--- config.mk ---
export PLATFORM = sky130hd
export DESIGN_NAME = spi_nor_flash_command_sequencer
export DESIGN_NICKNAME = d
export VERILOG_FILES = /design/src/rtl/snfcs_pkg.sv /design/src/rtl/spi_nor_flash_command_sequencer.sv /design/src/rtl/snfcs_csr.sv /design/src/rtl/snfcs_seq.sv /design/src/rtl/snfcs_fifo.sv
export SDC_FILE = /design/constraint.sdc
export NUM_CORES = 2
export LEC_CHECK = 0
export ABC_AREA = 1
export BUFFER_PORTS_ARGS = -buffer_cell sky130_fd_sc_hd__clkbuf_2
export CORE_MARGIN = 1.5
export CORE_UTILIZATION = 45
export DETAILED_ROUTE_END_ITERATION = 8
export PLACE_DENSITY_LB_ADDON = 0.15
export SYNTH_ARGS = -nofsm -noshare
export SYNTH_HDL_FRONTEND = slang
export SYNTH_SLANG_ARGS = --single-unit
--- constraint.sdc ---
create_clock -name clock -period 4.7 [get_ports clock]
set_input_delay 0.705 -clock clock [delete_from_list [all_inputs] [get_ports clock]]
set_output_delay 0.705 -clock clock [all_outputs]
set_load 0.005 [all_outputs]
--- src/rtl/snfcs_pkg.sv ---
// Package for the SPI NOR flash command sequencer: codes, widths, reset values.
// No dependencies.
`default_nettype none
package snfcs_pkg;
   localparam int PAGE_SIZE_DEF = 256;
   localparam int TIMEOUT_BITS_DEF = 18;
   localparam int CFG_W = 18;

   localparam logic [3:0] CMD_ID = 4'd0;
   localparam logic [3:0] CMD_STATUS = 4'd1;
   localparam logic [3:0] CMD_READ = 4'd2;
   localparam logic [3:0] CMD_WRITE = 4'd3;
   localparam logic [3:0] CMD_WBYTE = 4'd4;
   localparam logic [3:0] CMD_SECTOR = 4'd5;
   localparam logic [3:0] CMD_BLOCK = 4'd6;
   localparam logic [3:0] CMD_CHIP = 4'd7;
   localparam logic [3:0] CMD_REPLY = 4'd8;
   localparam logic [3:0] CMD_TICK = 4'd9;

   localparam logic [1:0] ACT_XFER = 2'd0;
   localparam logic [1:0] ACT_DESEL = 2'd1;
   localparam logic [1:0] ACT_HOST = 2'd2;
   localparam logic [1:0] ACT_DONE = 2'd3;

   localparam logic [7:0] OP_RDID = 8'h9F;
   localparam logic [7:0] OP_RDSR = 8'h05;
   localparam logic [7:0] OP_WREN = 8'h06;
   localparam logic [7:0] OP_READ = 8'h03;
   localparam logic [7:0] OP_PP = 8'h02;
   localparam logic [7:0] OP_SE = 8'h20;
   localparam logic [7:0] OP_BE = 8'hD8;
   localparam logic [7:0] OP_CE = 8'hC7;
   localparam logic [7:0] OP_DUMMY = 8'hFF;

   localparam logic [2:0] REG_READY = 3'd0;
   localparam logic [2:0] REG_SECTOR = 3'd1;
   localparam logic [2:0] REG_BLOCK = 3'd2;
   localparam logic [2:0] REG_CHIP = 3'd3;
   localparam logic [2:0] REG_TOEN = 3'd4;

   localparam logic [CFG_W-1:0] RST_READY = 18'd1000;
   localparam logic [CFG_W-1:0] RST_SECTOR = 18'd5000;
   localparam logic [CFG_W-1:0] RST_BLOCK = 18'd10000;
   localparam logic [CFG_W-1:0] RST_CHIP = 18'd200000;

   typedef struct packed {
      logic [3:0]  cmd;
      logic [23:0] address;
      logic [24:0] length;
      logic [7:0]  data_byte;
   } req_type;

   typedef struct packed {
      logic [1:0]  action;
      logic [7:0]  bus_byte;
      logic        ok;
      logic [23:0] reply_value;
      logic        last;
   } rsp_type;

   typedef struct packed {
      logic [CFG_W-1:0] ready_to;
      logic [CFG_W-1:0] sector_to;
      logic [CFG_W-1:0] block_to;
      logic [CFG_W-1:0] chip_to;
      logic             to_en;
   } cfg_type;
endpackage
`default_nettype wire

--- src/rtl/spi_nor_flash_command_sequencer.sv ---
// Top level of the SPI NOR flash command sequencer.
// Depends on snfcs_pkg, snfcs_csr, snfcs_seq, snfcs_fifo.
//  channel  | ports                                   | handshake
//  request  | req_cmd/address/length/data_byte        | push & !full
//  response | rsp_action/bus_byte/ok/reply_value/last | pop & !empty
//  config   | csr_psel..csr_pready                    | psel&penable&pwrite
// One request a cycle while full is low; the sequencer writes up to
// three results into a 16-entry queue. full rises when fewer than four slots
// are free; the response side drains one result a cycle while not empty.
// Reset clears sequencer state, queue and registers.
`default_nettype none
module spi_nor_flash_command_sequencer import snfcs_pkg::*; #(
   parameter int PAGE_SIZE = PAGE_SIZE_DEF,
   parameter int TIMEOUT_BITS = TIMEOUT_BITS_DEF
) (
   input  wire logic        clock,
   input  wire logic        reset,
   input  wire logic        push,
   output logic             full,
   input  wire logic [3:0]  req_cmd,
   input  wire logic [23:0] req_address,
   input  wire logic [24:0] req_length,
   input  wire logic [7:0]  req_data_byte,
   output logic             empty,
   input  wire logic        pop,
   output logic [1:0]       rsp_action,
   output logic [7:0]       rsp_bus_byte,
   output logic             rsp_ok,
   output logic [23:0]      rsp_reply_value,
   output logic             rsp_last,
   input  wire logic        csr_psel,
   input  wire logic        csr_penable,
   input  wire logic        csr_pwrite,
   input  wire logic [4:0]  csr_paddr,
   input  wire logic [31:0] csr_pwdata,
   output logic [31:0]      csr_prdata,
   output logic             csr_pready
);
   cfg_type cfg;
   req_type req;
   rsp_type rs [4];
   rsp_type head;
   logic [2:0] cnt;
   logic room;

   assign req = '{req_cmd, req_address, req_length, req_data_byte};
   assign full = !room;

   snfcs_csr u_csr (
      .clock, .reset, .psel(csr_psel), .penable(csr_penable), .pwrite(csr_pwrite),
      .paddr(csr_paddr), .pwdata(csr_pwdata), .prdata(csr_prdata),
      .pready(csr_pready), .cfg
   );

   snfcs_seq #(.PAGE_SIZE(PAGE_SIZE), .TIMEOUT_BITS(TIMEOUT_BITS)) u_seq (
      .clock, .reset, .in_valid(push && room), .in_req(req), .cfg,
      .out_count(cnt), .out_rsp(rs)
   );

   snfcs_fifo u_fifo (
      .clock, .reset, .wr_count(cnt), .wr_rsp(rs), .room, .pop, .empty, .head
   );

   assign rsp_action = head.action;
   assign rsp_bus_byte = head.bus_byte;
   assign rsp_ok = head.ok;
   assign rsp_reply_value = head.reply_value;
   assign rsp_last = head.last;
endmodule
`default_nettype wire

--- src/rtl/snfcs_csr.sv ---
// Configuration registers behind the APB-style port.
// Depends on snfcs_pkg.
`default_nettype none
module snfcs_csr import snfcs_pkg::*; (
   input  wire logic        clock,
   input  wire logic        reset,
   input  wire logic        psel,
   input  wire logic        penable,
   input  wire logic        pwrite,
   input  wire logic [4:0]  paddr,
   input  wire logic [31:0] pwdata,
   output logic [31:0]      prdata,
   output logic             pready,
   output cfg_type          cfg
);
   cfg_type cfg_ff;
   logic [2:0] idx;
   assign idx = paddr[4:2];
   assign pready = 1'b1;
   assign cfg = cfg_ff;

   always_ff @(posedge clock) begin
      if (reset) begin
         cfg_ff <= '{RST_READY, RST_SECTOR, RST_BLOCK, RST_CHIP, 1'b1};
      end else if (psel && penable && pwrite) begin
         case (idx)
            REG_READY: cfg_ff.ready_to <= pwdata[CFG_W-1:0];
            REG_SECTOR: cfg_ff.sector_to <= pwdata[CFG_W-1:0];
            REG_BLOCK: cfg_ff.block_to <= pwdata[CFG_W-1:0];
            REG_CHIP: cfg_ff.chip_to <= pwdata[CFG_W-1:0];
            REG_TOEN: cfg_ff.to_en <= pwdata[0];
            default: ;
         endcase
      end
   end

   always_comb begin
      case (idx)
         REG_READY: prdata = {14'd0, cfg_ff.ready_to};
         REG_SECTOR: prdata = {14'd0, cfg_ff.sector_to};
         REG_BLOCK: prdata = {14'd0, cfg_ff.block_to};
         REG_CHIP: prdata = {14'd0, cfg_ff.chip_to};
         REG_TOEN: prdata = {31'd0, cfg_ff.to_en};
         default: prdata = 32'd0;
      endcase
   end
endmodule
`default_nettype wire

--- src/rtl/snfcs_seq.sv ---
// Front part: sequencer state; each request yields up to three results at once.
// Depends on snfcs_pkg.
`default_nettype none
module snfcs_seq import snfcs_pkg::*; #(
   parameter int PAGE_SIZE = PAGE_SIZE_DEF,
   parameter int TIMEOUT_BITS = TIMEOUT_BITS_DEF
) (
   input  wire logic    clock,
   input  wire logic    reset,
   input  wire logic    in_valid,
   input  req_type      in_req,
   input  cfg_type      cfg,
   output logic [2:0]   out_count,
   output rsp_type      out_rsp [4]
);
   localparam int PW = $clog2(PAGE_SIZE);
   localparam int CW = (TIMEOUT_BITS > CFG_W) ? TIMEOUT_BITS : CFG_W;

   typedef enum logic [4:0] {
      S_IDLE, S_ID_CMD, S_ID_BYTE, S_ST_CMD, S_ST_BYTE, S_PRE_CMD, S_PRE_BYTE,
      S_WREN, S_WEL_CMD, S_WEL_BYTE, S_OPCODE, S_ADDR, S_READ_DATA,
      S_HOST_WAIT, S_PROG_DATA, S_POST_CMD, S_POST_BYTE
   } step_type;

   step_type step_ff, step_in;
   logic [2:0] op_ff, op_in;
   logic [23:0] addr_ff, addr_in;
   logic [24:0] left_ff, left_in;
   logic [PW:0] page_ff, page_in;
   logic [1:0] abi_ff, abi_in;
   logic [TIMEOUT_BITS-1:0] el_ff, el_in;
   logic [1:0] wk_ff, wk_in;
   logic [23:0] id_ff, id_in;
   logic [2:0] n;
   rsp_type r [4];
   logic [CFG_W-1:0] lim;
   logic [CW-1:0] limx;
   logic [CW-1:0] elx;
   logic [7:0] d;
   logic [PW:0] room;
   logic [24:0] dec;

   assign d = in_req.data_byte;
   assign dec = left_ff - 25'd1;
   assign limx = CW'(lim);
   assign elx = CW'(el_ff);

   always_comb begin
      case (wk_ff)
         2'd0: lim = cfg.ready_to;
         2'd1: lim = cfg.sector_to;
         2'd2: lim = cfg.block_to;
         default: lim = cfg.chip_to;
      endcase
   end

   function automatic logic [7:0] abyte(input logic [23:0] a, input logic [1:0] i);
      case (i)
         2'd0: abyte = a[23:16];
         2'd1: abyte = a[15:8];
         default: abyte = a[7:0];
      endcase
   endfunction

   always_comb begin
      logic [24:0] bl;
      logic [23:0] ca;
      logic [PW:0] rm;
      logic [PW:0] pl;
      step_in = step_ff; op_in = op_ff; addr_in = addr_ff; left_in = left_ff;
      page_in = page_ff; abi_in = abi_ff; el_in = el_ff; wk_in = wk_ff; id_in = id_ff;
      n = 3'd0;
      bl = 25'd0; ca = 24'd0; rm = '0; pl = '0;
      room = '0;
      for (int k = 0; k < 4; k++) r[k] = '0;
      if (in_valid) begin
         if (in_req.cmd == CMD_TICK) begin
            if (el_ff != {TIMEOUT_BITS{1'b1}}) el_in = el_ff + 1'b1;
         end else if (in_req.cmd == CMD_WBYTE) begin
            if (step_ff == S_HOST_WAIT) begin
               r[0] = '{ACT_XFER, d, 1'b0, 24'd0, 1'b0}; n = 3'd1;
               step_in = S_PROG_DATA;
            end
         end else if (in_req.cmd < CMD_REPLY && step_ff == S_IDLE) begin
            op_in = in_req.cmd[2:0];
            addr_in = in_req.address;
            left_in = in_req.length;
            rm = (PW+1)'(PAGE_SIZE) - {1'b0, in_req.address[PW-1:0]};
            case (in_req.cmd)
               CMD_ID: begin
                  id_in = 24'd0;
                  r[0] = '{ACT_XFER, OP_RDID, 1'b0, 24'd0, 1'b0}; n = 3'd1;
                  step_in = S_ID_CMD;
               end
               CMD_STATUS: begin
                  r[0] = '{ACT_XFER, OP_RDSR, 1'b0, 24'd0, 1'b0}; n = 3'd1;
                  step_in = S_ST_CMD;
               end
               CMD_WRITE: begin
                  if (in_req.length == 25'd0) begin
                     r[0] = '{ACT_DONE, 8'd0, 1'b1, 24'd0, 1'b0}; n = 3'd1;
                     step_in = S_IDLE;
                  end else begin
                     page_in = (in_req.length < 25'(rm)) ? (PW+1)'(in_req.length) : rm;
                     el_in = '0; wk_in = 2'd0;
                     r[0] = '{ACT_XFER, OP_RDSR, 1'b0, 24'd0, 1'b0}; n = 3'd1;
                     step_in = S_PRE_CMD;
                  end
               end
               default: begin
                  el_in = '0; wk_in = 2'd0;
                  r[0] = '{ACT_XFER, OP_RDSR, 1'b0, 24'd0, 1'b0}; n = 3'd1;
                  step_in = S_PRE_CMD;
               end
            endcase
         end else if (in_req.cmd == CMD_REPLY) begin
            case (step_ff)
               S_ID_CMD: begin
                  abi_in = 2'd0;
                  r[0] = '{ACT_XFER, OP_DUMMY, 1'b0, 24'd0, 1'b0}; n = 3'd1;
                  step_in = S_ID_BYTE;
               end
               S_ID_BYTE: begin
                  id_in = {id_ff[15:0], d};
                  if (abi_ff < 2'd2) begin
                     abi_in = abi_ff + 2'd1;
                     r[0] = '{ACT_XFER, OP_DUMMY, 1'b0, 24'd0, 1'b0}; n = 3'd1;
                  end else begin
                     r[0] = '{ACT_DESEL, 8'd0, 1'b0, 24'd0, 1'b0};
                     r[1] = '{ACT_DONE, 8'd0, 1'b1, {id_ff[15:0], d}, 1'b0}; n = 3'd2;
                     step_in = S_IDLE;
                  end
               end
               S_ST_CMD: begin
                  r[0] = '{ACT_XFER, OP_DUMMY, 1'b0, 24'd0, 1'b0}; n = 3'd1;
                  step_in = S_ST_BYTE;
               end
               S_ST_BYTE: begin
                  r[0] = '{ACT_DESEL, 8'd0, 1'b0, 24'd0, 1'b0};
                  r[1] = '{ACT_DONE, 8'd0, 1'b1, {16'd0, d}, 1'b0}; n = 3'd2;
                  step_in = S_IDLE;
               end
               S_PRE_CMD: begin
                  r[0] = '{ACT_XFER, OP_DUMMY, 1'b0, 24'd0, 1'b0}; n = 3'd1;
                  step_in = S_PRE_BYTE;
               end
               S_POST_CMD: begin
                  r[0] = '{ACT_XFER, OP_DUMMY, 1'b0, 24'd0, 1'b0}; n = 3'd1;
                  step_in = S_POST_BYTE;
               end
               S_PRE_BYTE, S_POST_BYTE: begin
                  r[0] = '{ACT_DESEL, 8'd0, 1'b0, 24'd0, 1'b0}; n = 3'd2;
                  if (d[0]) begin
                     if (cfg.to_en && (elx >= limx)) begin
                        r[1] = '{ACT_DONE, 8'd0, 1'b0, 24'd0, 1'b0};
                        step_in = S_IDLE;
                     end else begin
                        r[1] = '{ACT_XFER, OP_RDSR, 1'b0, 24'd0, 1'b0};
                        step_in = (step_ff == S_PRE_BYTE) ? S_PRE_CMD : S_POST_CMD;
                     end
                  end else if (step_ff == S_PRE_BYTE) begin
                     if (op_ff == CMD_READ[2:0]) begin
                        r[1] = '{ACT_XFER, OP_READ, 1'b0, 24'd0, 1'b0};
                        step_in = S_OPCODE;
                     end else begin
                        r[1] = '{ACT_XFER, OP_WREN, 1'b0, 24'd0, 1'b0};
                        step_in = S_WREN;
                     end
                  end else if (op_ff == CMD_WRITE[2:0] && left_ff != 25'd0) begin
                     room = (PW+1)'(PAGE_SIZE) - {1'b0, addr_ff[PW-1:0]};
                     page_in = (left_ff < 25'(room)) ? (PW+1)'(left_ff) : room;
                     el_in = '0; wk_in = 2'd0;
                     r[1] = '{ACT_XFER, OP_RDSR, 1'b0, 24'd0, 1'b0};
                     step_in = S_PRE_CMD;
                  end else begin
                     r[1] = '{ACT_DONE, 8'd0, 1'b1, 24'd0, 1'b0};
                     step_in = S_IDLE;
                  end
               end
               S_WREN: begin
                  r[0] = '{ACT_DESEL, 8'd0, 1'b0, 24'd0, 1'b0};
                  r[1] = '{ACT_XFER, OP_RDSR, 1'b0, 24'd0, 1'b0}; n = 3'd2;
                  step_in = S_WEL_CMD;
               end
               S_WEL_CMD: begin
                  r[0] = '{ACT_XFER, OP_DUMMY, 1'b0, 24'd0, 1'b0}; n = 3'd1;
                  step_in = S_WEL_BYTE;
               end
               S_WEL_BYTE: begin
                  r[0] = '{ACT_DESEL, 8'd0, 1'b0, 24'd0, 1'b0}; n = 3'd2;
                  if (d[1]) begin
                     case (op_ff)
                        CMD_SECTOR[2:0]: r[1] = '{ACT_XFER, OP_SE, 1'b0, 24'd0, 1'b0};
                        CMD_BLOCK[2:0]: r[1] = '{ACT_XFER, OP_BE, 1'b0, 24'd0, 1'b0};
                        CMD_CHIP[2:0]: r[1] = '{ACT_XFER, OP_CE, 1'b0, 24'd0, 1'b0};
                        default: r[1] = '{ACT_XFER, OP_PP, 1'b0, 24'd0, 1'b0};
                     endcase
                     step_in = S_OPCODE;
                  end else begin
                     r[1] = '{ACT_DONE, 8'd0, 1'b0, 24'd0, 1'b0};
                     step_in = S_IDLE;
                  end
               end
               S_OPCODE: begin
                  if (op_ff == CMD_CHIP[2:0]) begin
                     r[0] = '{ACT_DESEL, 8'd0, 1'b0, 24'd0, 1'b0};
                     r[1] = '{ACT_XFER, OP_RDSR, 1'b0, 24'd0, 1'b0}; n = 3'd2;
                     el_in = '0; wk_in = 2'd3;
                     step_in = S_POST_CMD;
                  end else begin
                     abi_in = 2'd0;
                     r[0] = '{ACT_XFER, abyte(addr_ff, 2'd0), 1'b0, 24'd0, 1'b0}; n = 3'd1;
                     step_in = S_ADDR;
                  end
               end
               S_ADDR: begin
                  if (abi_ff < 2'd2) begin
                     abi_in = abi_ff + 2'd1;
                     r[0] = '{ACT_XFER, abyte(addr_ff, abi_ff + 2'd1), 1'b0, 24'd0, 1'b0};
                     n = 3'd1;
                  end else if (op_ff == CMD_READ[2:0]) begin
                     if (left_ff == 25'd0) begin
                        r[0] = '{ACT_DESEL, 8'd0, 1'b0, 24'd0, 1'b0};
                        r[1] = '{ACT_DONE, 8'd0, 1'b1, 24'd0, 1'b0}; n = 3'd2;
                        step_in = S_IDLE;
                     end else begin
                        r[0] = '{ACT_XFER, OP_DUMMY, 1'b0, 24'd0, 1'b0}; n = 3'd1;
                        step_in = S_READ_DATA;
                     end
                  end else if (op_ff == CMD_WRITE[2:0]) begin
                     step_in = S_HOST_WAIT;
                  end else begin
                     r[0] = '{ACT_DESEL, 8'd0, 1'b0, 24'd0, 1'b0};
                     r[1] = '{ACT_XFER, OP_RDSR, 1'b0, 24'd0, 1'b0}; n = 3'd2;
                     el_in = '0;
                     wk_in = (op_ff == CMD_SECTOR[2:0]) ? 2'd1 : 2'd2;
                     step_in = S_POST_CMD;
                  end
               end
               S_READ_DATA: begin
                  bl = dec; ca = addr_ff + 24'd1;
                  left_in = bl; addr_in = ca;
                  r[0] = '{ACT_HOST, d, 1'b0, 24'd0, 1'b0};
                  if (bl == 25'd0) begin
                     r[1] = '{ACT_DESEL, 8'd0, 1'b0, 24'd0, 1'b0};
                     r[2] = '{ACT_DONE, 8'd0, 1'b1, 24'd0, 1'b0}; n = 3'd3;
                     step_in = S_IDLE;
                  end else begin
                     r[1] = '{ACT_XFER, OP_DUMMY, 1'b0, 24'd0, 1'b0}; n = 3'd2;
                  end
               end
               S_PROG_DATA: begin
                  bl = dec; ca = addr_ff + 24'd1;
                  left_in = bl; addr_in = ca;
                  pl = (page_ff != '0) ? page_ff - 1'b1 : page_ff;
                  page_in = pl;
                  if (pl == '0 || bl == 25'd0) begin
                     r[0] = '{ACT_DESEL, 8'd0, 1'b0, 24'd0, 1'b0};
                     r[1] = '{ACT_XFER, OP_RDSR, 1'b0, 24'd0, 1'b0}; n = 3'd2;
                     el_in = '0; wk_in = 2'd0;
                     step_in = S_POST_CMD;
                  end else begin
                     step_in = S_HOST_WAIT;
                  end
               end
               default: ;
            endcase
         end
      end
      for (int k = 0; k < 4; k++) r[k].last = (3'(k) == n - 3'd1);
      out_count = n;
      for (int k = 0; k < 4; k++) out_rsp[k] = r[k];
   end

   always_ff @(posedge clock) begin
      if (reset) begin
         step_ff <= S_IDLE; op_ff <= '0; addr_ff <= '0; left_ff <= '0; page_ff <= '0;
         abi_ff <= '0; el_ff <= '0; wk_ff <= '0; id_ff <= '0;
      end else begin
         step_ff <= step_in; op_ff <= op_in; addr_ff <= addr_in; left_ff <= left_in;
         page_ff <= page_in; abi_ff <= abi_in; el_ff <= el_in; wk_ff <= wk_in;
         id_ff <= id_in;
      end
   end
endmodule
`default_nettype wire

--- src/rtl/snfcs_fifo.sv ---
// Back part: result queue; takes up to four results a cycle, hands out one.
// Depends on snfcs_pkg.
`default_nettype none
module snfcs_fifo import snfcs_pkg::*; (
   input  wire logic  clock,
   input  wire logic  reset,
   input  wire logic [2:0] wr_count,
   input  rsp_type    wr_rsp [4],
   output logic       room,
   input  wire logic  pop,
   output logic       empty,
   output rsp_type    head
);
   localparam int DEPTH = 16;
   localparam int AW = 4;
   rsp_type mem_ff [DEPTH];
   logic [AW-1:0] wp_ff, rp_ff;
   logic [AW:0] cnt_ff, cnt_in;
   logic do_pop;

   assign empty = (cnt_ff == '0);
   assign do_pop = pop && !empty;
   assign room = (cnt_ff <= (AW+1)'(DEPTH - 4));
   assign head = mem_ff[rp_ff];
   assign cnt_in = cnt_ff + (AW+1)'(wr_count) - (AW+1)'(do_pop);

   always_ff @(posedge clock) begin
      for (int k = 0; k < 4; k++)
         if (3'(k) < wr_count) mem_ff[wp_ff + AW'(k)] <= wr_rsp[k];
   end

   always_ff @(posedge clock) begin
      if (reset) begin
         wp_ff <= '0; rp_ff <= '0; cnt_ff <= '0;
      end else begin
         wp_ff <= wp_ff + AW'(wr_count);
         rp_ff <= rp_ff + AW'(do_pop);
         cnt_ff <= cnt_in;
      end
   end

   a_bound: assert property (@(posedge clock) disable iff (reset)
      cnt_ff <= (AW+1)'(DEPTH)) else $error("queue overflow");
   a_nowrite_full: assert property (@(posedge clock) disable iff (reset)
      !room |-> wr_count == 3'd0) else $error("write without room");
   a_count: assert property (@(posedge clock) disable iff (reset)
      1'b1 |=> cnt_ff == $past(cnt_in)) else $error("count slip");
endmodule
`default_nettype wire
==> results.tsv <==
stage	metric	value	unit
route	dr_total_vias	42400	
grt	maximum_number_of_pins_on_one_net_before_global_route_repair	91	
power_and_ir_drop	vdd_drop_max	0.000281	V
run	cap_viol_max_count	0	
sta	min_period_over_period	93.8	%
layout	post_layout_nonfiller_instances	7706	
critical_path	startpoint_type	register	
sta	timing.final.max_slew_violations	0	
route	highest-signal-layer	met5	
grt	grt_usage	30.6	%
power_and_ir_drop	total_power	19900	uW
critical_path	r2r_end	u_fifo.mem_ff[12][13]$_SDFFE_PP0P_	
critical_path	regToRegStartpoint	u_seq.left_ff[0]$_SDFFE_PP0P_	
sta	setup_total_negative_slack	0	ns
place	place.detailed.hpwl	97800	um
grt	initial_antenna_violation_count	7	
floorplan	die_ht	310	um
layout	nNetsFinal	6547	
sta	final.setup_skew	0.0467	ns
clocking	cts_post_setup_buffers_inserted	0	
synth	synth_compound_gate_area_share	14.6	%
synth	ys_top_cells_by_area	dfxtp_1 33%, nand2_1 17%, nand3_1 7.5%	
route	met3_wire_length	12500	um
place	placed_cells	7545	
floorplan	die_x	310	um
synth	synthAdderAreaFrac	1.80	%
synth	largest_family_of_logic_cells_by_synthesized_area	simple AND/OR/NAND/NOR gates	
route	met2RoutedLength	69300	um
sta	relSlewSlack	28.8	%
floorplan	dieArea	96300	um^2
min_path	whs_endpoint	u_seq.addr_ff[8]$_SDFFE_PP0P_	
route	first_pass_iters	6	
critical_path	critical_path_slowest_stage_cell	clkinvlp_4	
floorplan	io-pin-count	176	
grt	global_route_wire_length_before_repair	230000	um
critical_path	endpoint_kind	register	
grt	globalRoute.totalOverflow	0	
grt	grt_pass1_vias	38600	
place	routabilityCongestion	0.931	
route	drt_iter0_markers	4034	
layout	multi_input_area	22600	um^2
sta	rsz0062_at_grt	no	
critical_path	critical_path.max_stage_delay	0.51	ns
route	routed_wl	150000	um
critical_path	worstPathArrival	5.04	ns
synth	post_synth_mux_area_share	2.64	%
route	antenna_left	0	
synth	synthDominantCellAreaShare	33.1	%
layout	area.growth.synth_to_final	11.3	%
min_path	hp-class	in2reg	
synth	synth.ff_latch_count	766	
sta	fin_crit	4.41	ns
critical_path	critPathRequiredTime	5.33	ns
clocking	clk_pin_slew	0.06	ns
synth	synthesis.area	42500	um^2
layout	post_route_cells_drive_above_1_share	8.40	%
route	via_per_inst	5.50	
route	drc_errors	0	
sta	worst_pin_slew	1.07	ns
route	met1Wirelength	64300	um
clocking	cts.sink_count	766	
sta	final-setup-viol-count	0	
critical_path	critPathTopFamily	simple AND/OR/NAND/NOR gates	
layout	layout.area.seq	16000	um^2
place	io_buffer_count	144	
floorplan	start_util	45.5	%
critical_path	cp.buffers_inverters	4	
floorplan	placeableCoreArea	93500	um^2
critical_path	ff2ff_path_depth	20	
synth	netlist_instances	6387	
power_and_ir_drop	power_density	421	nW/um^2
sta	timing.fmax	227	MHz
min_path	timing.hold.worst_path_depth	3	
synth	synth.largest_area_cell	dfxtp_1	
synth	yosysMostFrequentCell	nand2_1	
synth	yosys.area_share.xor_xnor	1.07	%
synth	synth.top_cells.by_count	1894 x nand2_1, 702 x dfxtp_1, 633 x nand3_1, 602 x nor2_1, 538 x inv_1	
clocking	max-clock-path-buffers	3	
clocking	worst_skew_pair.late_latency	0.70	ns
layout	filler_cell_count	9559	
min_path	worstHoldStart	req_address[8]	
clocking	numCtsBuffers	89	
critical_path	crit_top_cell	nand2_2	
synth	yosysSeqAreaShare	37.6	%
synth	synth-edff-count	64	
clocking	ctsRootBufferMaster	clkbuf_16	
critical_path	ff2ff_setup_slack	0.29	ns
critical_path	cell_breakdown_of_the_critical_path	inv_1 > ha_1 > nand2_2 > nor2_2 > nand3_1 > xor2_1 > nand3_1 > nor2_2 > nand2_2 > nand2_1 > nand2_2 > nand2_2 > nand2_2 > nand2_4 > buf_12 > buf_4 > nand3_1 > clkinvlp_4 > nand2_1 > nand2_1	
synth	synth-simple-area-share	32.7	%
run_status	outcome	finished, final reports clean	
route	post_dr_wirelength_cell	19.4	um
clocking	tritoncts	built	
floorplan	num_rows	112	
critical_path	crit_fanout	62	
synth	yosys_warnings	0	
synth	netlist-cell-type-count	58	
power_and_ir_drop	power_leakage	0.0227	uW
critical_path	setup.worst_path.class	reg2reg	
clocking	htreeDepth	3	
synth	ys_dominant_reg_cell	dfxtp_1	
synth	async_sr_flop_fraction	0	%
synth	post_synth.cell_area_avg	6.66	um^2
sta	final-hold-violation-count	0	
-- area by class of cell --
| class | instances | area share, % |
|---|---|---|
| Antenna cell | 1 | 0.00529 |
| Clock inverter | 23 | 0.640 |
| Tap cell | 1254 | 3.32 |
| Sequential cell | 766 | 33.8 |
| Inverter | 571 | 4.56 |
| Timing Repair Buffer | 298 | 4.39 |
| Multi-Input combinational cell | 4656 | 47.7 |
| Clock buffer | 137 | 5.58 |
-- how the worst max path moves through the flow --
stage                                              end                           from  slack (ns)  depth (start not counted)
finish              u_fifo.mem_ff[12][13]$_SDFFE_PP0P_  u_seq.left_ff[0]$_SDFFE_PP0P_        0.29                         20
global route        u_fifo.mem_ff[12][23]$_SDFFE_PP0P_  u_seq.left_ff[0]$_SDFFE_PP0P_        0.03                         20
CTS                   u_fifo.mem_ff[4][9]$_SDFFE_PP0P_  u_seq.step_ff[3]$_SDFFE_PP0P_        0.31                         19
detailed placement    u_fifo.mem_ff[4][9]$_SDFFE_PP0P_  u_seq.step_ff[3]$_SDFFE_PP0P_        0.32                         19
global placement      u_fifo.mem_ff[4][9]$_SDFFE_PP0P_  u_seq.step_ff[0]$_SDFFE_PP0P_        0.37                         17
floorplan                  u_fifo.cnt_ff[4]$_SDFF_PP0_  u_seq.left_ff[0]$_SDFFE_PP0P_        1.38                         22
-- per-stage QoR --
stage | util [%] | worst slack [ns] | instance area, um^2 | hold slack, ns
2_1_floorplan | - | 1.38 | 42600 | 0.440
3_3_place_gp | 47.4 | 0.367 | 44300 | 0.450
3_5_place_dp | 47.4 | 0.320 | 44300 | 0.453
4_1_cts | 50.6 | 0.314 | 47300 | 0.244
5_1_grt | 50.6 | 0.0300 | 47300 | 0.288
6_report | 50.6 | 0.289 | 47300 | 0.277
-- flip-flops by register name, indices dropped and copies added (netlist names) --
| register | flops |
|---|---|
| u_seq.wk_ff | 2 |
| u_seq.page_ff | 9 |
| u_seq.addr_ff | 24 |
| u_seq.abi_ff | 2 |
| u_seq.id_ff | 16 |
| u_seq.el_ff | 18 |
| u_seq.step_ff | 5 |
| u_csr.cfg | 73 |
| u_seq.left_ff | 25 |
| u_fifo.mem_ff | 576 |
| u_fifo.cnt_ff | 5 |
| u_fifo.rp_ff | 4 |
| u_seq.op_ff | 3 |
| u_fifo.wp_ff | 4 |
-- placed cells by master, fill, tap and decap left out, types with 33 or more instances in the layout --
cell type / netlist / routed
nand2_1: 1894 / 1891
dfxtp_1: 702 / 698
nand3_1: 633 / 633
nor2_1: 602 / 601
inv_1: 538 / 535
o21ai_0: 434 / 434
a21oi_1: 343 / 339
o211ai_1: 174 / 174
clkbuf_2: 0 / 144
buf_4: 33 / 138
mux2i_1: 112 / 112
clkbuf_16: 0 / 91
edfxtp_1: 64 / 64
ha_1: 58 / 58
nor3_1: 57 / 55
xor2_1: 44 / 44
o22ai_1: 35 / 35
nand4_1: 34 / 34
a31oi_1: 33 / 33
-- routing by layer --
metal | vias to the layer above | global-route usage (%)
li1 | 20800 | -
met1 | 19700 | 41.0
met2 | 1594 | 50.8
met3 | 271 | 4.87
met4 | 12 | 8.85
met5 | - | 0
-- kinds of logic (layout without fill, tap and decap cells) --
logic type,Yosys count,in the layout
AO/OA/AOI/OAI,1093,1093
multiplexers,112,112
other,2,16
AND/OR/NAND/NOR,3324,3324
adder cells (fa/ha/maj),60,60
XOR/XNOR,52,52
buffers and inverters,978,1029
flip-flops,766,766
-- worst min-delay path, cell delays in order --
cell	delay, ns
clkbuf_2	0.09
nand2_1	0.05
a31oi_1	0.07
-- power by group --
part           total (uW)  switching (uW)  internal (uW)
registers            7130             300           6830
logic                5690            3780           1900
clock network        7080            2980           4100
-- repair_timing --
| action | in CTS | in global routing |
|---|---|---|
| hold buffers | 0 | 0 |
| hold endpoints to repair | 0 | 0 |
| resized for setup | 0 | 3 |
| setup endpoints to repair | 0 | 16 |
Note: power is estimated with default switching activity, not from simulation.
